===== src/rtl/core/qipd_pkg.sv =====
package qipd_pkg;

  // Field widths fixed by the stream format.
  localparam int unsigned DATA_W    = 16;  // meas and goal fields
  localparam int unsigned GAIN_W    = 16;  // unsigned Q4.12 gains
  localparam int unsigned ERR_W     = 17;  // meas - goal
  localparam int unsigned DELTA_W   = 18;  // error - previous error
  localparam int unsigned PPROD_W   = 35;  // signed kp * delta
  localparam int unsigned IPROD_W   = 34;  // signed ki * error
  localparam int unsigned ACC_W     = 32;  // saturating accumulator
  localparam int unsigned FRAC_W    = 12;  // fraction bits of the gains
  localparam int unsigned TOTAL_W   = 45;  // accumulator scaled plus increment
  localparam int unsigned DUTY_W    = 13;  // PWM magnitude

  localparam logic [GAIN_W-1:0] PROP_GAIN_RST  = 16'd32768;  // 8.0
  localparam logic [GAIN_W-1:0] INTEG_GAIN_RST = 16'd3686;   // about 0.9

  // Load strobes for the three lane stages, driven by the top-level control.
  typedef struct packed {
    logic err_ld;   // capture error and delta, update previous error
    logic prod_ld;  // capture the gain products
    logic acc_ld;   // advance the accumulator
  } qipd_ld_t;

  // What one lane hands to the merge stage.
  typedef struct packed {
    logic              fwd;
    logic [DUTY_W-1:0] duty;
  } qipd_res_t;

endpackage


===== src/rtl/core/qipd_lane.sv =====
// One wheel: error and delta, gain products, then the accumulator update with
// truncation toward zero and 32-bit saturation. The clamp to the drive limit
// works on the accumulator register directly.
module qipd_lane #(
  parameter int unsigned DRIVE_LIMIT = 7100
) (
  input  logic                                clk_i,
  input  logic                                rst_ni,
  input  qipd_pkg::qipd_ld_t                  ld_i,
  input  logic signed [qipd_pkg::DATA_W-1:0]  meas_i,
  input  logic signed [qipd_pkg::DATA_W-1:0]  goal_i,
  input  logic        [qipd_pkg::GAIN_W-1:0]  prop_gain_i,
  input  logic        [qipd_pkg::GAIN_W-1:0]  integ_gain_i,
  output qipd_pkg::qipd_res_t                 res_o
);

  localparam logic signed [qipd_pkg::ACC_W-1:0] LimPos = qipd_pkg::ACC_W'(DRIVE_LIMIT);
  localparam logic signed [qipd_pkg::ACC_W-1:0] LimNeg = -LimPos;

  logic signed [qipd_pkg::ERR_W-1:0]   err_d;
  logic signed [qipd_pkg::ERR_W-1:0]   err_q;
  logic signed [qipd_pkg::ERR_W-1:0]   prev_err_q;
  logic signed [qipd_pkg::DELTA_W-1:0] delta_q;
  logic signed [qipd_pkg::PPROD_W-1:0] pprod_d, pprod_q;
  logic signed [qipd_pkg::IPROD_W-1:0] iprod_d, iprod_q;
  logic signed [qipd_pkg::TOTAL_W-1:0] total;
  logic signed [qipd_pkg::TOTAL_W-qipd_pkg::FRAC_W-1:0] whole;
  logic signed [qipd_pkg::ACC_W-1:0]   acc_d, acc_q;
  logic signed [qipd_pkg::ACC_W-1:0]   drive;
  logic signed [qipd_pkg::ACC_W-1:0]   mag;

  assign err_d = qipd_pkg::ERR_W'(meas_i) - qipd_pkg::ERR_W'(goal_i);

  // Stage one: error, delta and the previous error carried to the next tick.
  always_ff @(posedge clk_i or negedge rst_ni) begin
    if (!rst_ni) begin
      prev_err_q <= '0;
    end else if (ld_i.err_ld) begin
      prev_err_q <= err_d;
    end
  end

  always_ff @(posedge clk_i) begin
    if (ld_i.err_ld) begin
      err_q   <= err_d;
      delta_q <= qipd_pkg::DELTA_W'(err_d) - qipd_pkg::DELTA_W'(prev_err_q);
    end
  end

  // Stage two: the two gain products, one multiplier each.
  assign pprod_d = qipd_pkg::PPROD_W'($signed({1'b0, prop_gain_i}) * delta_q);
  assign iprod_d = qipd_pkg::IPROD_W'($signed({1'b0, integ_gain_i}) * err_q);

  always_ff @(posedge clk_i) begin
    if (ld_i.prod_ld) begin
      pprod_q <= pprod_d;
      iprod_q <= iprod_d;
    end
  end

  // Stage three: scaled accumulator plus increment, truncated toward zero.
  always_comb begin
    total = qipd_pkg::TOTAL_W'($signed({acc_q, {qipd_pkg::FRAC_W{1'b0}}}))
          + qipd_pkg::TOTAL_W'(pprod_q) + qipd_pkg::TOTAL_W'(iprod_q);
    whole = total[qipd_pkg::TOTAL_W-1:qipd_pkg::FRAC_W];
    // Arithmetic shift floors; a negative value with a fraction steps up by one.
    if (total[qipd_pkg::TOTAL_W-1] && (total[qipd_pkg::FRAC_W-1:0] != '0)) begin
      whole = whole + 1'b1;
    end
    if (whole[$high(whole)] != whole[qipd_pkg::ACC_W-1]) begin
      acc_d = whole[$high(whole)] ? {1'b1, {(qipd_pkg::ACC_W-1){1'b0}}}
                                  : {1'b0, {(qipd_pkg::ACC_W-1){1'b1}}};
    end else begin
      acc_d = whole[qipd_pkg::ACC_W-1:0];
    end
  end

  always_ff @(posedge clk_i or negedge rst_ni) begin
    if (!rst_ni) begin
      acc_q <= '0;
    end else if (ld_i.acc_ld) begin
      acc_q <= acc_d;
    end
  end

  // Clamp and split into magnitude and direction.
  always_comb begin
    priority if (acc_q > LimPos) begin
      drive = LimPos;
    end else if (acc_q < LimNeg) begin
      drive = LimNeg;
    end else begin
      drive = acc_q;
    end
    mag        = drive[qipd_pkg::ACC_W-1] ? -drive : drive;
    res_o.duty = mag[qipd_pkg::DUTY_W-1:0];
    res_o.fwd  = (drive > 0);
  end

endmodule


===== config.mk =====
export PLATFORM = sky130hd
export DESIGN_NAME = qipd_lane
export DESIGN_NICKNAME = d
export VERILOG_FILES = /design/src/rtl/core/qipd_pkg.sv /design/src/rtl/core/qipd_lane.sv
export SDC_FILE = /design/constraint.sdc
export NUM_CORES = 2
export LEC_CHECK = 0
export ABC_AREA = 1
export BUFFER_PORTS_ARGS = -buffer_cell sky130_fd_sc_hd__buf_4
export CAP_MARGIN = 20
export CORE_MARGIN = 4
export CORE_UTILIZATION = 61
export DETAILED_ROUTE_END_ITERATION = 6
export PLACE_DENSITY = 0.79
export SLEW_MARGIN = 20
export SYNTH_ARGS = -nofsm -noshare
export SYNTH_HDL_FRONTEND = slang
export SYNTH_SLANG_ARGS = --single-unit

===== constraint.sdc =====
create_clock -name clk_i -period 8.25 [get_ports clk_i]
set_input_delay 1.65 -clock clk_i [delete_from_list [all_inputs] [get_ports clk_i]]
set_output_delay 1.65 -clock clk_i [all_outputs]
set_load 0.02 [all_outputs]

==> impl_metrics.env <==
export IMPL_grt_pass1_vias=27887
export IMPL_cap_viol_max_count=0
export IMPL_wire_per_inst_um=16.1
export IMPL_critPathLaunchType="input port"
export IMPL_netlist_instances=4457
export IMPL_clockRootBuffer="clkbuf_16"
export IMPL_cts_max_level=4
export IMPL_post_cts_repair_setup_buffers=0
export IMPL_cts_resized=0
export IMPL_fmax_mhz=138
export IMPL_synth_nets=5371
export IMPL_cts_tree="yes"
export IMPL_gp_congestion=1.04
export IMPL_dieArea_um2=59400
export IMPL_place_ws_ns=0.554
export IMPL_postSynthAreaPerCell_um2=7.60
export IMPL_start_util_pct=61.5
export IMPL_yosysSeqAreaShare_pct=12.8
export IMPL_min_from="prev_err_q[3]$_DFFE_PN0P_"
export IMPL_synth_top_area_share_pct=31.7
export IMPL_fin_crit_ns=7.26
export IMPL_ff2ff_path_depth=23
export IMPL_crit_required_ns=8.45
export IMPL_fin_util_pct=64.3
export IMPL_skew_ns=0.0165
export IMPL_cp_max_fo=18
export IMPL_dp_hpwl_um=68600
export IMPL_ctsHoldBuffers=0
export IMPL_cts_sinks=153
export IMPL_worstPathArrival_ns=7.46
export IMPL_crit_path_frequent_cell="fa_1"
export IMPL_synth_area_top_cells="fa_1, inv_1, nand2_1"
export IMPL_final_cell_mix="inv_1, nand2_1, fa_1, ha_1, nor2_1"
export IMPL_fp_dieH_um=244
export IMPL_ys_ff_latch=153
export IMPL_grt_pass1_wl_um=139000
export IMPL_ys_flop_type="edfxtp_1"
export IMPL_synth_edf_count=104
export IMPL_area_growth_pct=4.52
export IMPL_syn_area_um2=33900
export IMPL_drc=0
export IMPL_setup_viol=0
export IMPL_hold_end="prev_err_q[3]$_DFFE_PN0P_"
export IMPL_core_area_um2=55100
export IMPL_max_stage_delay_ns=0.73
export IMPL_ant_nets=0
export IMPL_portBuffers=82
export IMPL_hp_class="flip-flop to flip-flop"
export IMPL_yosys_warnings=0
export IMPL_dieWidth_um=244
export IMPL_async_flop_share_pct=32.0
export IMPL_grt_ovfl_total=0
export IMPL_finalCritPeriodShare_pct=88.0
export IMPL_vias=27270
export IMPL_yosysUniqueCellTypes=49
export IMPL_drt_pass1_iter_count=6
export IMPL_final_common_cell="inv_1"
export IMPL_crit_slowest_cell="fa_1"
export IMPL_holdPathStages=2
export IMPL_tightest_slew_ns=0.983
export IMPL_crit_type="input port to flip-flop"
export IMPL_hold_slack_ns=0.488
export IMPL_reg2reg_to="pprod_q[32]$_DFFE_PP_"
export IMPL_rows=86
export IMPL_grt_start_max_net_pins=70
export IMPL_routed_wl_um=83300
export IMPL_n_antenna_cell=0
export IMPL_worstReg2RegStart="delta_q[5]$_DFFE_PP_"
export IMPL_clk_pin_slew_ns=0.07
export IMPL_rsz0062_at_grt="false"
export IMPL_timing_final_ws_setup_ns=0.992
export IMPL_timing_setup_tns_ns=0
export IMPL_antenna_found_initial=0
export IMPL_status="completed"
export IMPL_slew_viol_final=0
export IMPL_cp_end_kind="flip-flop"
export IMPL_cts_buffers=17
export IMPL_cts_buffer_depth=2
export IMPL_slew_headroom_pct=34.5
export IMPL_crit_chain="buf_4 > nand2_1 > fa_1 > inv_1 > fa_1 > fa_1 > fa_1 > fa_1 > inv_1 > fa_1 > inv_1 > ha_1 > nand2_1 > nor4_1 > nand2_1 > o211ai_1 > nand4_1 > o211ai_1 > a31oi_1 > xor2_1"
export IMPL_viasPerCell=5.27
export IMPL_clk_latency_ns=0.46
export IMPL_r2r_slack_ns=1.64
export IMPL_track_usage_pct=29.1
export IMPL_fill_cells=4780
export IMPL_drtIter0Drc=2079
export IMPL_finalHoldViolCount=0
export IMPL_layout_drive_gt1_share_pct=4.88
export IMPL_pin_count=83
export IMPL_synth_top_area_cell="fa_1"
export IMPL_nets=5329
-- kinds of logic after synthesis --
family	Yosys count	synth area share (%)
XOR/XNOR	133	3.44
adder cells (fa/ha/maj)	845	43.1
multiplexers	1	0.0332
flip-flops	153	12.8
AO/OA/AOI/OAI	310	5.34
buffers and inverters	1425	16.0
AND/OR/NAND/NOR	1590	19.3
-- area by class of cell --
type	count	area [um2]	area share [%]
clock buffers	18	429	1.21
clock inverters	14	139	0.392
inverters	1277	4790	13.5
multi-input cells	2879	24100	68.1
flip-flops and latches	153	4350	12.3
well taps	748	936	2.64
repair buffers	87	653	1.84
-- cells in the mapped netlist (2+ instances only) --
cell      count
nor3b_1       2
a31oi_1      12
dfrtp_1      49
o31ai_1       3
nand2_1    1143
xnor2_1      42
ha_1        308
nor2_4        3
a21o_1       12
buf_2         2
clkbuf_1    138
inv_1      1274
inv_2         3
o221ai_1      2
nor2_2       22
nor3_1       29
o21ai_0      75
xor2_1       91
o21bai_1     16
nand3_2      11
a21boi_0      2
fa_1        537
o21a_1        7
nor4_1        8
nand4_1      33
nor2_1      190
buf_6         3
nand3_1     103
nand2_4       2
nand3b_1     12
a21oi_2      24
a211oi_1      2
clkbuf_8      3
nand2_2      21
o211ai_1      6
edfxtp_1    104
or2_2         9
a21oi_1     143
-- how the worst max path moves through the flow --
| stage | from | to | cells past startpoint |
|---|---|---|---|
| after floorplan | prop_gain_i[3] | pprod_q[32]$_DFFE_PP_ | 21 |
| after global placement | prop_gain_i[2] | pprod_q[32]$_DFFE_PP_ | 20 |
| after detailed placement | prop_gain_i[2] | pprod_q[32]$_DFFE_PP_ | 20 |
| after CTS | prop_gain_i[2] | pprod_q[32]$_DFFE_PP_ | 20 |
| after global routing | prop_gain_i[2] | pprod_q[32]$_DFFE_PP_ | 20 |
| final | prop_gain_i[2] | pprod_q[32]$_DFFE_PP_ | 20 |
-- flip-flops by register name, indices dropped and copies added, names as in the netlist --
register and cells:
prev_err_q 17, acc_q 32, pprod_q 35, iprod_q 34
err_q 17, delta_q 18
-- stage by stage --
step / std cells / instance area, um2
2_1_floorplan: 4457 / 33900
3_3_place_gp: 5144 / 34900
3_5_place_dp: 5144 / 34900
4_1_cts: 5176 / 35400
5_1_grt: 5176 / 35400
6_report: 5176 / 35400
-- worst max-delay path: cells and delay by family --
| family | cells | cell delay (ns) |
|---|---|---|
| AOI/OAI and AO/OA | 3 | 0.63 |
| xor gates and xnor gates | 1 | 0.17 |
| adders and majority gates | 7 | 3.66 |
| buffers and inverters | 4 | 0.46 |
| and+or+nand+nor | 5 | 0.84 |
-- routing by layer --
| metal | track usage, % | vias up | wire length [um] |
|---|---|---|---|
| li1 | - | 12943 | - |
| met1 | 39.6 | 13112 | 34700 |
| met2 | 49.4 | 1067 | 39800 |
| met3 | 3.95 | 148 | 6440 |
| met4 | 7.93 | 0 | 2350 |
| met5 | 0 | - | 0 |
Power is not shown: default switching activity piles up to over one toggle a cycle in this logic, so the estimate is an artifact.
