$ cat src/rtl/core/qipd_pkg.sv
package qipd_pkg;

  // Field widths fixed by the stream format.
  localparam int unsigned DATA_W    = 16;  // meas and goal fields
  localparam int unsigned GAIN_W    = 16;  // unsigned Q4.12 gains
  localparam int unsigned ERR_W     = 17;  // meas - goal
  localparam int unsigned DELTA_W   = 18;  // error - previous error
  localparam int unsigned PPROD_W   = 35;  // signed kp * delta
  localparam int unsigned IPROD_W   = 34;  // signed ki * error
  localparam int unsigned ACC_W     = 32;  // saturating accumulator
  localparam int unsigned FRAC_W    = 12;  // fraction bits of the gains
  localparam int unsigned TOTAL_W   = 45;  // accumulator scaled plus increment
  localparam int unsigned DUTY_W    = 13;  // PWM magnitude

  localparam logic [GAIN_W-1:0] PROP_GAIN_RST  = 16'd32768;  // 8.0
  localparam logic [GAIN_W-1:0] INTEG_GAIN_RST = 16'd3686;   // about 0.9

  // Load strobes for the three lane stages, driven by the top-level control.
  typedef struct packed {
    logic err_ld;   // capture error and delta, update previous error
    logic prod_ld;  // capture the gain products
    logic acc_ld;   // advance the accumulator
  } qipd_ld_t;

  // What one lane hands to the merge stage.
  typedef struct packed {
    logic              fwd;
    logic [DUTY_W-1:0] duty;
  } qipd_res_t;

endpackage

$ cat src/rtl/core/qipd_merge.sv
// Gathers the lane results into one output word and holds it in the output
// register: all magnitudes first, then all direction bits, zero padded.
module qipd_merge #(
  parameter int unsigned LANES = 4,
  parameter int unsigned OUT_W = 56
) (
  input  logic                 clk_i,
  input  qipd_pkg::qipd_res_t  res_i [LANES],
  input  logic                 ld_i,
  output logic [OUT_W-1:0]     tdata_o
);

  logic [OUT_W-1:0] word_d;
  logic [OUT_W-1:0] word_q;

  always_comb begin
    word_d = '0;
    for (int l = 0; l < LANES; l++) begin
      word_d[l*qipd_pkg::DUTY_W +: qipd_pkg::DUTY_W] = res_i[l].duty;
      word_d[LANES*qipd_pkg::DUTY_W + l]            = res_i[l].fwd;
    end
  end

  always_ff @(posedge clk_i) begin
    if (ld_i) begin
      word_q <= word_d;
    end
  end

  assign tdata_o = word_q;

endmodule

$ cat config.mk
export PLATFORM = sky130hd
export DESIGN_NAME = qipd_merge
export DESIGN_NICKNAME = d
export VERILOG_FILES = /design/src/rtl/core/qipd_pkg.sv /design/src/rtl/core/qipd_merge.sv
export SDC_FILE = /design/constraint.sdc
export NUM_CORES = 1
export LEC_CHECK = 0
export BUFFER_PORTS_ARGS = -buffer_cell sky130_fd_sc_hd__buf_2
export CAP_MARGIN = 20
export CORE_ASPECT_RATIO = 1.4
export CORE_MARGIN = 2
export CORE_UTILIZATION = 40
export DETAILED_ROUTE_END_ITERATION = 7
export GPL_ROUTABILITY_DRIVEN = 0
export PLACE_DENSITY = 0.81
export SLEW_MARGIN = 30
export SYNTH_ARGS = -nofsm -noshare
export SYNTH_HDL_FRONTEND = slang
export SYNTH_SLANG_ARGS = --single-unit
$ cat constraint.sdc
create_clock -name clk_i -period 0.8 [get_ports clk_i]
set_input_delay 0.08 -clock clk_i [delete_from_list [all_inputs] [get_ports clk_i]]
set_output_delay 0.08 -clock clk_i [all_outputs]
set_load 0.005 [all_outputs]
==> flow_summary.json, run 1 <==
{
  "synth-edff-count": 56,
  "syn-mean-instance-area_um2": 30.0,
  "largest_net_degree_at_the_start_of_global_routing": 29,
  "timing.critical_path.buf_inv": 1,
  "nNetsFinal": 292,
  "pre_antenna_drt_iters": 8,
  "multi_input_area_um2": 0,
  "route.final.wire_length_um": 4080,
  "die_y_um": 80.7,
  "yosysMostFrequentCell": "edfxtp_1",
  "pwr_density_cell_mw_per_mm2": 1890,
  "timing_worst_slew_pin_value_ps": 153,
  "netlist_instances": 56,
  "synth_commonest_cells": "56 x edfxtp_1",
  "timing.final.hold_violations": 0,
  "grt_pass1_wl_um": 6040,
  "holdWs_ps": 268,
  "maxCapViolations": 0,
  "areaGrowthSynthToFinish_pct": 77.7,
  "cts_num_sinks": 56,
  "slew-limit-headroom_pct": 89.8,
  "synth-async-reset-ratio_pct": 0,
  "max-vdd-ir-drop_mv": 1.21,
  "grt_pass1_vias": 1297,
  "post-layout-total-power_w": 0.00565,
  "yosysTopAreaCellShare_pct": 100,
  "multi_input_gates": 0,
  "setup_violations": 56,
  "fin_crit_sh_pct": 114,
  "failed_checks": "DRC, setup timing",
  "timing.final.ws_setup_ps": -114,
  "route.detailed.vias_per_inst": 4.44,
  "timing.critical_path.slowest_stage_cell": "edfxtp_1",
  "post_drt_wl_per_cell_um": 14.7,
  "synth.ff_latch_count": 56,
  "critical_path_peak_fanout": 1,
  "clk_path_buf_depth": 2,
  "critical-path-max-stage-delay_ps": 400,
  "worst_setup_slack_before_clock_tree_synthesis_ps": 62.4,
  "power_leakage_nw": 1.29,
  "clk_pin_slew_ps": 90,
  "syn-num-nets": 114,
  "yosys_warnings": 0,
  "worst_ep_arrival_time_ps": 830,
  "synth-main-ff-cell": "edfxtp_1",
  "overflow": 0,
  "pin_count": 114,
  "grt_setup_unrepaired": "yes",
  "yosysUniqueCellTypes": 1,
  "slew_viol_final": 0,
  "timing.final.crit_period_ps": 914,
  "detail-route-antenna-nets": 0,
  "cpLargestDelayFamily": "flip-flops",
  "timing.setup.critical_path_class": "reg -> out",
  "clock_tree.root_cell": "clkbuf_8",
  "detailedRoute.firstIterationViolations": 43,
  "crit_chain": "buf_2",
  "htree_levels": 2,
  "port_buffers": 113,
  "final_design_area_no_fill_mm2": 0.00299,
  "die_area_mm2": 0.00475,
  "netlist.top_cell.by_area": "edfxtp_1",
  "cts_made_buffers": 5,
  "required_ps": 720,
  "run_status": "finished with violations",
  "tritoncts": "built",
  "initial_core_util_pct": 42.2,
  "timing.critical_path.to_type": "output port",
  "diodes": 0,
  "area_of_the_core_mm2": 0.00399,
  "netlist_area_mm2": 0.00168,
  "via_count": 1235,
  "yosysSeqAreaShare_pct": 100,
  "placed_area_mm2": 0.00234,
  "die_w_um": 58.8,
  "placementRows": 27,
  "number_of_antenna_violations_at_the_first_check_in_global_routing": 0,
  "critical_path.startpoint_type": "flop",
  "post_cts_resize_count": 0,
  "drc_errors": 7,
  "biggest_area_contributors_in_the_synthesized_netlist": "edfxtp_1 100%",
  "max_freq_ghz": 1.09,
  "hold_class": "in -> reg",
  "grt.total_usage_pct": 18.0,
  "layout-drive-gt1-share_pct": 51.9,
  "largest_register_ffs": 56
}
-- cells in the final DEF, fill, tap and decap left out --
cell	Yosys	layout
buf_12	0	2
buf_2	0	113
clkbuf_8	0	5
clkinv_1	0	1
clkinv_2	0	1
dlygate4sd3_1	0	56
edfxtp_1	56	56
inv_6	0	1
-- through the flow --
stage	cells	utilization (%)	setup TNS [ps]
after floorplan	56	-	0
after global placement	214	58.7	0
after detailed placement	214	58.7	0
after CTS	278	75.0	-4970
after global routing	278	75.0	-6720
final	278	75.0	-4340
-- metal layers --
metal  part of all wire, %  GRT usage (%)  vias up  routed length, µm
li1                      -              -      579                  -
met1                    31           16.3      575               1270
met2                    58           34.1       70               2360
met3                   8.4           6.12       11                343
met4                   2.7           8.41        0                112
met5                     0              0        -                  0
-- final cells by class --
| cell class | count | area, µm² |
|---|---|---|
| Sequential cell | 56 | 1680 |
| Timing Repair Buffer | 171 | 1170 |
| Fill cell | 263 | 998 |
| Clock buffer | 5 | 68.8 |
| Tap cell | 43 | 53.8 |
| Clock inverter | 3 | 17.5 |
-- worst paths after layout --
check	start	endpoint	slack, ps	cells past startpoint
max	tdata_o[11]$_DFFE_PP_	tdata_o[11]	-110	1
min	ld_i	tdata_o[28]$_DFFE_PP_	270	2
-- logic make-up after synthesis --
family  count (synthesis)  share of synthesized area [%]
DFF                    56                            100
-- report_power, final --
| group | total, W | internal, W | switching (W) |
|---|---|---|---|
| Combinational | 0.000687 | 0.000434 | 0.000253 |
| Clock | 0.00143 | 0.000612 | 0.000819 |
| Sequential | 0.00353 | 0.00348 | 0.0000519 |
-- what timing repair did --
item	in CTS	in global routing
setup endpoints to repair	56	56
buffers inserted	0	0
hold endpoints to repair	56	0
hold buffers	56	0
Note: power is estimated with default switching activity, not from simulation.
==> run 2: changes to the inputs <==
==> constraint.sdc (replaced) <==
create_clock -name clk_i -period 0.8 [get_ports clk_i]
set_input_delay 0.16 -clock clk_i [delete_from_list [all_inputs] [get_ports clk_i]]
set_output_delay 0.16 -clock clk_i [all_outputs]
set_load 0.005 [all_outputs]
==> flow_summary.json, run 2 (synthesis results as in run 1) <==
{
  "run_status": "finished with violations",
  "failed_checks": "DRC, setup timing",
  "timing.final.hold_violations": 0,
  "cts_made_buffers": 5,
  "timing_worst_slew_pin_value_ps": 154,
  "htree_levels": 2,
  "power_leakage_nw": 1.06,
  "die_area_mm2": 0.00475,
  "drc_errors": 8,
  "grt_setup_unrepaired": "yes",
  "timing.final.ws_setup_ps": -183,
  "detailedRoute.firstIterationViolations": 26,
  "slew_viol_final": 0,
  "via_count": 1009,
  "multi_input_gates": 0,
  "cts_num_sinks": 56,
  "cts-hold-fix-buffers": 0,
  "slew-limit-headroom_pct": 89.7,
  "power.internal_w": 0.00435,
  "overflow": 0,
  "number_of_antenna_violations_at_the_first_check_in_global_routing": 0,
  "seqCellArea_mm2": 0.00168,
  "die_w_um": 58.8,
  "pre_antenna_drt_iters": 6,
  "worstHoldPathCells": 1,
  "max_freq_ghz": 1.02,
  "final_design_area_no_fill_mm2": 0.00243,
  "layout.cells.non_filler": 222,
  "maxCapViolations": 0,
  "n_fill_cell": 329,
  "cpLargestDelayFamily": "flip-flops",
  "area_of_the_core_mm2": 0.00399,
  "clock_power_share_pct": 26.5,
  "postLayoutCoreUtil_pct": 60.9,
  "post_drt_wl_per_cell_um": 14.5,
  "final_common_cell": "buf_2",
  "pwr_density_cell_mw_per_mm2": 2230,
  "clk_path_buf_depth": 2,
  "dpl.cell_count": 214,
  "grt.total_usage_pct": 13.8,
  "route.detailed.vias_per_inst": 4.55,
  "power_frac_comb_pct": 8.4,
  "hold_class": "in -> reg",
  "critical_path.startpoint_type": "flop",
  "min_delay_worst_endpoint": "tdata_o[40]$_DFFE_PP_",
  "diodes": 0,
  "initial_core_util_pct": 42.2,
  "tritoncts": "built",
  "grt_pass1_vias": 1033,
  "detail-route-antenna-nets": 0,
  "nNetsFinal": 236,
  "areaGrowthSynthToFinish_pct": 44.3,
  "required_ps": 640,
  "placed_area_mm2": 0.00234,
  "multi_input_area_um2": 0,
  "critical-path-max-stage-delay_ps": 390,
  "critical_path_peak_fanout": 1,
  "largest_register_ffs": 56,
  "layout-drive-gt1-share_pct": 68.2,
  "power_frac_seq_pct": 65.0,
  "die_y_um": 80.7,
  "holdWs_ps": 27.9,
  "port_buffers": 113,
  "max-vdd-ir-drop_mv": 1.60,
  "grt_pass1_wl_um": 4620,
  "timing.setup.critical_path_class": "reg -> out",
  "p_switching_w": 0.00108,
  "placementRows": 27,
  "clock_tree.root_cell": "clkbuf_8",
  "largest_net_degree_at_the_start_of_global_routing": 29,
  "timing.critical_path.slowest_stage_cell": "edfxtp_1",
  "post-layout-total-power_w": 0.00542,
  "setup_violations": 56,
  "timing.final.crit_period_ps": 983,
  "route.final.wire_length_um": 3230,
  "crit_chain": "buf_2",
  "pin_count": 114,
  "timing.critical_path.buf_inv": 1,
  "most-common-layout-cells": "113 x buf_2, 56 x edfxtp_1, 5 x clkbuf_8",
  "fin_crit_sh_pct": 123,
  "sw_frac_of_total_pct": 19.9,
  "timing.critical_path.to_type": "output port",
  "post_cts.repair.setup_buffers": 0,
  "worst_hold_startpoint": "res_i[1]",
  "clk_pin_slew_ps": 90,
  "worst_ep_arrival_time_ps": 820
}
-- run 2: cell type report --
class | count | share of cell area [%]
clock buffer | 5 | 2.84
clock inverter | 3 | 0.722
sequential | 56 | 69.3
tap | 43 | 2.22
timing repair buffer | 115 | 24.9
-- run 2: worst max path at each step --
| stage | endpoint | cells past startpoint | startpoint |
|---|---|---|---|
| after CTS | tdata_o[0] | 1 | tdata_o[0]$_DFFE_PP_ |
| after floorplan | tdata_o[0] | 0 | tdata_o[0]$_DFFE_PP_ |
| after global routing | tdata_o[0] | 1 | tdata_o[0]$_DFFE_PP_ |
| final | tdata_o[41] | 1 | tdata_o[41]$_DFFE_PP_ |
| after global placement | tdata_o[8]$_DFFE_PP_ | 2 | ld_i |
| after detailed placement | tdata_o[19]$_DFFE_PP_ | 2 | ld_i |
-- run 2: per-stage QoR --
step,setup TNS (ps),worst slack [ps]
after floorplan,0,285
after CTS,-9760,-205
after global placement,-246,-6.39
after global routing,-11130,-235
final,-8710,-183
after detailed placement,-831,-20.4
-- run 2: power by group through the flow --
stage / Clock [W] / Sequential [W] / Combinational, W
2_1_floorplan: 0 / 0.00364 / 0
3_3_place_gp: 0 / 0.00359 / 0.000453
3_5_place_dp: 0 / 0.00360 / 0.000467
4_1_cts: 0.00150 / 0.00353 / 0.000468
5_1_grt: 0.00160 / 0.00355 / 0.000506
6_report: 0.00144 / 0.00353 / 0.000458
-- run 2: per-layer routing --
layer | GRT usage, % | vias to the layer above | share of wire (%)
met4 | 9.09 | 0 | 3.3
li1 | - | 467 | -
met1 | 12.7 | 464 | 33
met2 | 24.4 | 68 | 54
met5 | 0 | - | 0
met3 | 5.15 | 10 | 10
-- run 2: repair_timing --
item | CTS | global route
endpoints found under the setup margin | 56 | 56
endpoints found under the hold margin | 0 | 0
gates cloned | 0 | 0
gates resized for setup | 0 | 0
